[src/spit_pkg.sv]
`timescale 1ns / 1ps
`default_nettype none

package spit_pkg;

  localparam int unsigned CoordW = 32;
  localparam int unsigned CountOutW = 6;

  typedef enum logic {
    ACT_INSERT = 1'b0,
    ACT_QUERY  = 1'b1
  } action_t;

  typedef logic signed [CoordW-1:0] coord_t;

  // broadcast to every cell of the row
  typedef struct packed {
    logic   ins;
    coord_t x;
    coord_t y;
  } cell_cmd_t;

endpackage

`default_nettype wire

[src/spit_cell.sv]
`timescale 1ns / 1ps
`default_nettype none

module spit_cell
  import spit_pkg::*;
#(
  parameter int unsigned IDX   = 0,
  parameter int unsigned CNT_W = 6
) (
  input  wire logic             clk,
  input  wire cell_cmd_t        cmd,
  input  wire logic [CNT_W-1:0] count,
  input  wire coord_t           left_x,
  input  wire coord_t           left_y,
  input  wire logic             left_stay,
  output coord_t                x,
  output coord_t                y,
  output logic                  stay
);

  coord_t x_r, x_nxt;
  coord_t y_r, y_nxt;
  logic   occ;

  assign occ  = count > CNT_W'(IDX);
  // entry keeps its place when it is in use and not above the new x
  assign stay = occ && (x_r <= cmd.x);

  always_comb begin
    x_nxt = x_r;
    y_nxt = y_r;
    if (cmd.ins && !stay) begin
      if (left_stay) begin
        x_nxt = cmd.x;
        y_nxt = cmd.y;
      end else begin
        x_nxt = left_x;
        y_nxt = left_y;
      end
    end
  end

  always_ff @(posedge clk) begin
    x_r <= x_nxt;
    y_r <= y_nxt;
  end

  assign x = x_r;
  assign y = y_r;

endmodule

`default_nettype wire

[src/sorted_point_insert_table.sv]
`timescale 1ns / 1ps
`default_nettype none

// channel  dir  handshake          payload
// in_      in   in_tvalid/tready   tuser: action; tdata: x_coord, y_coord
// out_     out  out_tvalid/tready  tdata: accepted, in_range, point_count
//
// one word per cycle: every cell compares its x with the new x and either
// keeps its entry, loads the new point or takes its left neighbor's, all in
// the same edge. the result sits in an output register from the next cycle on.
// rst_n clears the fill count and the output valid; the stored points are
// left as they are. a stalled output holds the input off until it is taken.
module sorted_point_insert_table
  import spit_pkg::*;
#(
  parameter int unsigned CAPACITY = 32
) (
  input  wire logic        clk,
  input  wire logic        rst_n,
  input  wire logic        in_tvalid,
  output logic             in_tready,
  input  wire logic [63:0] in_tdata,   // x_coord[31:0], y_coord[63:32]
  input  wire logic        in_tuser,   // action
  output logic             out_tvalid,
  input  wire logic        out_tready,
  output logic [7:0]       out_tdata   // accepted[0], in_range[1], point_count[7:2]
);

  localparam int unsigned CntW = $clog2(CAPACITY + 1);

  logic [CntW-1:0] count_r, count_nxt;
  coord_t          last_x_r, last_x_nxt;
  logic            out_valid_r, out_valid_nxt;
  logic [7:0]      out_data_r, out_data_nxt;

  logic      acc, full, ins, rng;
  action_t   action;
  coord_t    in_x, in_y;
  cell_cmd_t cmd;

  coord_t cx    [CAPACITY];
  coord_t cy    [CAPACITY];
  logic   cstay [CAPACITY];

  assign action    = action_t'(in_tuser);
  assign in_x      = in_tdata[31:0];
  assign in_y      = in_tdata[63:32];
  assign in_tready = !out_valid_r || out_tready;
  assign acc       = in_tvalid && in_tready;
  assign full      = count_r == CntW'(CAPACITY);
  assign ins       = acc && (action == ACT_INSERT) && !full;

  assign cmd.ins = ins;
  assign cmd.x   = in_x;
  assign cmd.y   = in_y;

  for (genvar i = 0; i < CAPACITY; i++) begin : g_cell
    if (i == 0) begin : g_head
      spit_cell #(.IDX(i), .CNT_W(CntW)) u_cell (
        .clk       (clk),
        .cmd       (cmd),
        .count     (count_r),
        .left_x    (in_x),
        .left_y    (in_y),
        .left_stay (1'b1),
        .x         (cx[i]),
        .y         (cy[i]),
        .stay      (cstay[i])
      );
    end else begin : g_body
      spit_cell #(.IDX(i), .CNT_W(CntW)) u_cell (
        .clk       (clk),
        .cmd       (cmd),
        .count     (count_r),
        .left_x    (cx[i-1]),
        .left_y    (cy[i-1]),
        .left_stay (cstay[i-1]),
        .x         (cx[i]),
        .y         (cy[i]),
        .stay      (cstay[i])
      );
    end
  end

  assign rng = (count_r != '0) && (cx[0] <= in_x) && (in_x <= last_x_r);

  always_comb begin
    count_nxt     = count_r;
    last_x_nxt    = last_x_r;
    out_valid_nxt = out_valid_r && !out_tready;
    out_data_nxt  = out_data_r;
    if (ins) begin
      count_nxt = count_r + CntW'(1);
      // equal x goes after the stored ones, so the new point may become last
      if ((count_r == '0) || (in_x >= last_x_r)) begin
        last_x_nxt = in_x;
      end
    end
    if (acc) begin
      out_valid_nxt = 1'b1;
      out_data_nxt  = {CountOutW'(count_nxt),
                       (action == ACT_QUERY) && rng,
                       ins};
    end
  end

  always_ff @(posedge clk) begin
    if (!rst_n) begin
      count_r     <= '0;
      out_valid_r <= 1'b0;
    end else begin
      count_r     <= count_nxt;
      out_valid_r <= out_valid_nxt;
    end
    last_x_r   <= last_x_nxt;
    out_data_r <= out_data_nxt;
  end

  assign out_tvalid = out_valid_r;
  assign out_tdata  = out_data_r;

endmodule

`default_nettype wire

[config.mk]
export PLATFORM = sky130hd
export DESIGN_NAME = sorted_point_insert_table
export DESIGN_NICKNAME = d
export VERILOG_FILES = /design/src/spit_pkg.sv /design/src/spit_cell.sv /design/src/sorted_point_insert_table.sv
export SDC_FILE = /design/constraint.sdc
export NUM_CORES = 1
export LEC_CHECK = 0
export ABC_AREA = 1
export BUFFER_PORTS_ARGS = -buffer_cell sky130_fd_sc_hd__buf_4
export CELL_PAD_IN_SITES_DETAIL_PLACEMENT = 2
export CELL_PAD_IN_SITES_GLOBAL_PLACEMENT = 2
export CORE_ASPECT_RATIO = 0.8
export CORE_MARGIN = 2
export CORE_UTILIZATION = 32
export DETAILED_ROUTE_END_ITERATION = 8
export PLACE_DENSITY_LB_ADDON = 0.1
export REMOVE_ABC_BUFFERS = 1
export SYNTH_ARGS = -nofsm -noshare
export SYNTH_HDL_FRONTEND = slang
export SYNTH_SLANG_ARGS = --single-unit
[constraint.sdc]
create_clock -name clk -period 3.3 [get_ports clk]
set_input_delay 0.165 -clock clk [delete_from_list [all_inputs] [get_ports clk]]
set_output_delay 0.165 -clock clk [all_outputs]
set_load 0.01 [all_outputs]
=== Word level (Yosys, flattened, before mapping) ===
Cells that the tools add are included.

* Add/subtract/negate cells: 1
* $lt $le $gt $ge: 4
* Eq/ne operators: 1
* Mux-type cells: 2
* Bitwise logic cells: 1
* Reductions and logical operators: 18

{| class="wikitable"
|+ Operators by type and width
! cell !! count
|-
| less-or-equal comparator 32 bit || 2
|-
| >= comparator 32 bit || 1
|-
| logical AND 1 bit || 9
|-
| adder 6 x 1 -> 6 bit (second input constant) || 1
|-
| == test 6 bit (second input constant) || 1
|-
| > comparator 6 x 1 -> 1 bit (second input constant) || 1
|-
| zero test 6 bit || 1
|-
| 2-to-1 mux 6 bit || 1
|-
| nonzero test 6 bit || 1
|-
| zero test 1 bit || 4
|-
| logical OR 1 bit || 2
|-
| AND reduction 2 bit || 1
|-
| 2-to-1 mux 1 bit || 1
|-
| NOT 1 bit || 1
|}

* Register bits: 79
* Input bits: 69
* Output and inout bits: 10
* Logic and storage cells: 32

=== Longest topological paths before layout ===
Gate-level depths: netlist of run 1.

* Depth after elaboration: 6
* Depth in mapped cells: 18
* Mapped depth without buffers: 18

=== Hierarchy ===
A second synthesis of run 1 with hierarchy kept.

* Cells, all modules: 712
* Area total of the unflattened synthesis: 6,910.4 sq um

{| class="wikitable"
|+ Modules (own cells, without submodules)
! module !! times used !! cells an instance !! area each (sq um) !! seq. area each (sq um)
|-
| spit_cell || 1 || 320 || 3,545.9 || 1,921.8
|-
| sorted_point_insert_table || 1 || 392 || 3,364.5 || 1,341.3
|}

=== Worst setup path after synthesis of run 1 ===
Ideal clock, no wire load.

* Kind: reg2reg
* Start point: register g_cell[0].g_head.u_cell.x_r[31]
* End point: register g_cell[0].g_head.u_cell.x_r[0] (enable)
* Library setup time: 0.432 ns
* Arrival time: 2.953 ns
* Data required time: 2.868 ns
* Setup slack: -0.085 ns
* Stages on the path, launching flop included: 10
* Path buffers: 0
* Clock period less this slack: 3.385 ns
* Cells stage by stage: edfxtp_1 > ha_1 > nand2_1 > nor2_1 > nand2_1 > nor4_2 > nand2_1 > nand3_1 > nand3_1 > a21oi_1

* Cells in the longest elaborated chain, start to end: 4

{| class="wikitable"
|+ Ends and longest elaborated chain
! element !! line !! text
|-
| from (decl) || spit_cell.sv:21 || <nowiki>coord_t x_r, x_nxt;</nowiki>
|-
| from (signal assigned) || spit_cell.sv:44 || <nowiki>x_r <= x_nxt;</nowiki>
|-
| less-or-equal comparator 32 bit || spit_cell.sv:27 || <nowiki>assign stay = occ && (x_r <= cmd.x);</nowiki>
|-
| logical AND 1 bit || spit_cell.sv:27 ||
|-
| zero test 1 bit || spit_cell.sv:32 || <nowiki>if (cmd.ins && !stay) begin</nowiki>
|-
| logical AND 1 bit || spit_cell.sv:32 ||
|}

No other way between the ends.
A chain may end at the register's enable or synchronous reset.

=== Final worst setup path of run 1 ===
* Start point: register g_cell[0].g_head.u_cell.x_r[31]
* End point: register g_cell[0].g_head.u_cell.x_r[10] (enable)

Same word-level chain as after synthesis.

==> results of run 1 <==
[worst paths after layout]
| check | cells after the start | slack [ns] | to |
|---|---|---|---|
| setup / recovery | 10 | 0.80 | g_cell[0].g_head.u_cell.x[10] |
| hold / removal | 1 | 0.03 | last_x_r[4] |
| setup reg to reg | 10 | 0.80 | g_cell[0].g_head.u_cell.x[10] |
| hold reg to reg | 4 | 0.59 | out_tvalid |
[cell families (layout without fill, tap and decap cells)]
logic type	count (synthesis)	in the layout	share of synthesized area (%)
simple gates	125	125	12.4
buf+inv	97	163	8.43
flops	79	79	53.3
fa+ha+maj	66	66	19.1
compound gates	46	46	5.74
xor+xnor	5	5	1.01
[where the power goes]
part	total, mW	internal (mW)	switching [mW]
Sequential	1.17	1.15	0.0147
Combinational	0.329	0.132	0.197
Clock	1.09	0.703	0.385
Total	2.59	1.99	0.597
[state kept, by name, summed over array words and instances, names as in the netlist]
signal and cells:
out_tvalid 1, last_x_r 32, g_cell.g_head.u_cell.x 32, out_tdata 8
count_r 6
[area by class of cell]
type	count	share of cell area, %
clock buffer	13	4.96
clock inverter	3	1.24
inverter	97	6.94
multi-input combinational	242	31.7
sequential	79	43.9
tap	175	4.17
timing repair buffer	50	7.15
[layer usage]
metal | GRT usage [%] | vias to the layer above | wire length [um]
met3 | 3.44 | 13 | 289
met5 | 0 | - | 0
met4 | 5.24 | 0 | 149
met2 | 23.7 | 36 | 4510
met1 | 19.0 | 1470 | 4740
li1 | - | 1501 | -
[cells in the mapped netlist]
cell / n / share of area [%]
xor2_1: 5 / 1.0
dfxtp_1: 7 / 3.2
nor2_1: 23 / 2.0
a21o_1: 2 / 0.35
or3_1: 1 / 0.14
a21oi_1: 31 / 3.6
nand2_2: 2 / 0.29
nor4_2: 1 / 0.29
nand3_1: 11 / 1.3
nor3_1: 3 / 0.35
inv_1: 97 / 8.4
nand2_1: 72 / 6.3
or2_0: 1 / 0.14
ha_1: 66 / 19
nor2_2: 5 / 0.72
o21ai_0: 8 / 0.93
edfxtp_1: 72 / 50
nor3b_1: 1 / 0.17
nand4_1: 5 / 0.72
o21a_1: 5 / 0.87
[metrics by stage]
stage	setup TNS (ns)	instance area [um2]	utilization [%]	worst slack (ns)	hold slack [ns]
2_1_floorplan	-2.71	4320	-	-0.0848	0.264
3_3_place_gp	0	4920	37.8	0.836	0.378
3_5_place_dp	0	4920	37.8	0.746	0.380
4_1_cts	0	5250	40.3	0.730	0.0206
5_1_grt	0	5250	40.3	0.521	0.0170
6_report	0	5250	40.3	0.804	0.0336
[worst reg2reg max path, delay by kind of cell, from the launching register on]
| family | cells | cell delay [ns] |
|---|---|---|
| compound gates | 1 | 0.17 |
| simple gates | 7 | 0.94 |
| buf+inv | 1 | 0.32 |
| fa+ha+maj | 1 | 0.37 |
| flops | 1 | 0.37 |
==> flow_metrics.tcl, run 1 <==
set metrics [dict create \
    synthCells 418 \
    grtUsageTotal_pct 14.5 \
    dr.pass1.iters 4 \
    postCtsSetupBuffers 0 \
    power.total_mw 2.59 \
    fmax_mhz 401 \
    clk_pin_slew_ns 0.06 \
    wl_per_cell_um 14.7 \
    drive_gt1_share_pct 15.1 \
    fin_worst_skew_ns 0.00816 \
    path_delay_family "simple AND/OR/NAND/NOR gates" \
    numPortBuffers 46 \
    insertedDiodeCount 0 \
    synth_area_per_cell_um2 10.3 \
    cts.repair.resized 0 \
    startpoint "g_cell[0].g_head.u_cell.x[31]" \
    min_from "in_tdata[4]" \
    cp.arrival_ns 2.51 \
    min-delay-path-class "in -> reg" \
    critical_path.endpoint_type "register" \
    core_mm2 0.0130 \
    clock_sinks 79 \
    drt_iter0_drc 94 \
    worst-path-buf-inv 1 \
    cp_slowest_cell "edfxtp_1" \
    register_area_mm2 0.00230 \
    cp_slowest_stage_delay_ns 0.37 \
    clk_latency_ns 0.34 \
    mostFrequentLayoutCell "inv_1" \
    worst_pin_slew_ns 0.758 \
    ys_ff_latch 79 \
    cp_max_fo 20 \
    place_congestion 0.735 \
    final_cells 659 \
    finalCriticalPeriod_ns 2.50 \
    antenna_found_initial 0 \
    yosysUniqueCellTypes 20 \
    powerDensity_mw_per_mm2 493 \
    start_kind "register" \
    slew_viol_final 0 \
    run_status "finished, final reports clean" \
    drc 0 \
    placementRows 37 \
    period_share_pct 75.6 \
    fill_cells 1433 \
    cpMostUsedCell "nand2_1" \
    ios 79 \
    maxCapViolCount 0 \
    avgViaCountPerCell 4.58 \
    grt_max_degree 21 \
    vdd_drop_max_uv 244 \
    clockBufferDepth 2 \
    gr-total-overflow 0 \
    cts_tree "yes" \
    drt_wl_total_mm 9.69 \
    crit_chain "ha_1 -> nand2_1 -> nor2_1 -> nand2_1 -> nor4_2 -> nand2_1 -> nand3_1 -> nand3_1 -> a21oi_4 -> buf_4" \
    clockRootBuffer "clkbuf_16" \
    leakage_nw 2.48 \
    dp.cells 643 \
    critPathRequiredTime_ns 3.31 \
    layout.cells.most_common_list "97 x inv_1, 72 x nand2_1, 72 x edfxtp_1" \
    rsz0062_at_grt "false" \
    hold_viol 0 \
    area_delta_synth_final_pct 21.6 \
    syn_area_mm2 0.00432 \
    multi_input_area_mm2 0.00166 \
    ant_nets 0 \
    fin_nets 614 \
    cts_made_buffers 9 \
    num_vias 3020 \
    start_util_pct 33.2 \
    htreeDepth 3 \
    grt_first_pass_wirelength_mm 16.0 \
    yosysSeqAreaShare_pct 53.3 \
    hold_buffers 0 \
    die_h_um 108 \
    rr_startpoint "g_cell[0].g_head.u_cell.x[31]" \
    finalSetupViolCount 0 \
    hpwl_mm 7.67 \
    grt_pass1_vias 3254 \
    fp.dieArea_mm2 0.0144 \
    yosys_warnings 0 \
    slew_headroom_pct 49.3 \
    die_w_um 134 \
    setup.worst_path.class "reg -> reg" \
]
No activity file was read; power rests on OpenSTA's default activity.
==> run 2, diff against run 1 <==
--- a/config.mk
+++ b/config.mk
@@ -11,7 +11,7 @@
 export CELL_PAD_IN_SITES_GLOBAL_PLACEMENT = 2
 export CORE_ASPECT_RATIO = 0.8
 export CORE_MARGIN = 2
-export CORE_UTILIZATION = 32
+export CORE_UTILIZATION = 35
 export DETAILED_ROUTE_END_ITERATION = 8
 export PLACE_DENSITY_LB_ADDON = 0.1
 export REMOVE_ABC_BUFFERS = 1
==> constraint.sdc (replaced) <==
create_clock -name clk -period 2.3 [get_ports clk]
set_input_delay 0.115 -clock clk [delete_from_list [all_inputs] [get_ports clk]]
set_output_delay 0.115 -clock clk [all_outputs]
set_load 0.01 [all_outputs]
==> flow_metrics.tcl, run 2 (synthesis results as in run 1) <==
set metrics [dict create \
    layout.cells.most_common_list "87 x inv_1, 72 x edfxtp_1, 53 x buf_4" \
    gr-total-overflow 0 \
    setup_ws_ns -0.0285 \
    ios 79 \
    power.total_mw 3.94 \
    drive_gt1_share_pct 34.1 \
    drt_wl_total_mm 14.3 \
    crit_chain "inv_1 -> ha_4 -> a21oi_2 -> o21ai_1 -> a21oi_2 -> nand2_2 -> nand2_2 -> nand2_2 -> nand2_2 -> nand2_1 -> nand2_1 -> nand2_2 -> clkinv_4 -> clkbuf_16" \
    core_mm2 0.0121 \
    hold_viol 0 \
    fmax_mhz 429 \
    clock_sinks 79 \
    cp_max_fo 7 \
    min-delay-path-class "in -> reg" \
    grt_first_pass_wirelength_mm 19.9 \
    leakage_nw 2.81 \
    violations "negative setup slack" \
    htreeDepth 3 \
    grt_max_degree 15 \
    cp.arrival_ns 2.39 \
    hpwl_mm 7.66 \
    area_delta_synth_final_pct 47.5 \
    clockBufferDepth 2 \
    cpMostUsedCell "nand2_2" \
    drt_iter0_drc 121 \
    mostFrequentLayoutCell "inv_1" \
    ant_nets 0 \
    avgViaCountPerCell 4.86 \
    start_kind "register" \
    critical_path.endpoint_type "register" \
    vdd_drop_max_uv 392 \
    numPortBuffers 46 \
    dr.pass1.iters 4 \
    antenna_found_initial 0 \
    dp.cells 621 \
    placementRows 36 \
    grtUsageTotal_pct 20.2 \
    start_util_pct 35.6 \
    fin_nets 664 \
    powerDensity_mw_per_mm2 618 \
    slew_headroom_pct 45.1 \
    num_vias 3336 \
    critPathRequiredTime_ns 2.36 \
    finalCriticalPeriod_ns 2.33 \
    drc 0 \
    cp_slowest_stage_delay_ns 0.37 \
    slew_viol_final 0 \
    worst_pin_slew_ns 0.820 \
    wl_per_cell_um 20.8 \
    setup.worst_path.class "reg -> reg" \
    cp_slowest_cell "edfxtp_1" \
    fin_worst_skew_ns 0.00595 \
    maxCapViolCount 0 \
    final_area_mm2 0.00637 \
    run_status "finished, violations left" \
    cts_made_buffers 9 \
    clockRootBuffer "clkbuf_16" \
    clk_latency_ns 0.35 \
    clk_pin_slew_ns 0.06 \
    finalSetupViolCount 37 \
    die_w_um 128 \
    final_cells 686 \
    period_share_pct 101 \
    place_congestion 0.705 \
    grt_pass1_vias 3765 \
    rsz0062_at_grt "true" \
    insertedDiodeCount 0 \
    cts_tree "yes" \
    die_h_um 103 \
    fp.dieArea_mm2 0.0132 \
    dpl-instance-area_mm2 0.00494 \
]
## run 2: path summary, 6_finish.rpt
kind	start	end	slack, ns	cells after the start
setup / recovery	last_x_r[11]	last_x_r[0]	-0.03	14
hold / removal	in_tuser	out_tdata[1]	0.10	3
setup reg to reg	last_x_r[11]	last_x_r[0]	-0.03	14
hold reg to reg	count_r[4]	count_r[5]	0.62	4
## run 2: repair_timing
item | in CTS | in global routing
buffers inserted | 6 | 8
hold buffers | 32 | 0
endpoints found under the setup margin | 60 | 65
hold endpoints to repair | 64 | 0
pin swaps | 9 | 34
gates resized for setup | 30 | 96
gates cloned | 3 | 3
## run 2: per-stage QoR
step	setup TNS, ns	hold WS (ns)	util [%]	setup slack (ns)
after floorplan	-40.23	0.214	-	-1.08
after global placement	-0.534	0.324	40.8	-0.0310
after detailed placement	-2.98	0.323	40.8	-0.0785
after CTS	-0.288	0.0732	48.1	-0.0144
after global routing	-8.34	0.110	52.6	-0.165
final	-0.648	0.100	52.6	-0.0285
## run 2: worst max-delay path: cells and delay by family, from the launching register on
kind | cells | cell delay (ns)
adders and majority gates | 1 | 0.22
AOI/OAI and AO/OA | 3 | 0.49
DFF | 1 | 0.37
and+or+nand+nor | 7 | 0.52
buffers and inverters | 3 | 0.43
## run 2: routing by layer
metal,part of all wire (%),routed length [um],GRT usage (%)
met4,1.7,244,6.34
met3,2.4,340,3.70
met5,0,0,0
met1,43,6100,25.0
met2,53,7570,36.3
## run 2: report_power, final
group	total, mW	internal, mW	switching [mW]	leakage [nW]
clock	1.44	0.870	0.572	0.140
combinational	0.809	0.376	0.432	1.94
sequential	1.69	1.66	0.0297	0.731
## run 2: area by class of cell
class / count / area (um2)
clock buffers: 13 / 250
clock inverters: 3 / 42.5
fillers: 1195 / 5750
inverters: 97 / 369
multi-input cells: 242 / 2210
flip-flops and latches: 79 / 2300
well taps: 152 / 190
repair buffers: 100 / 1000
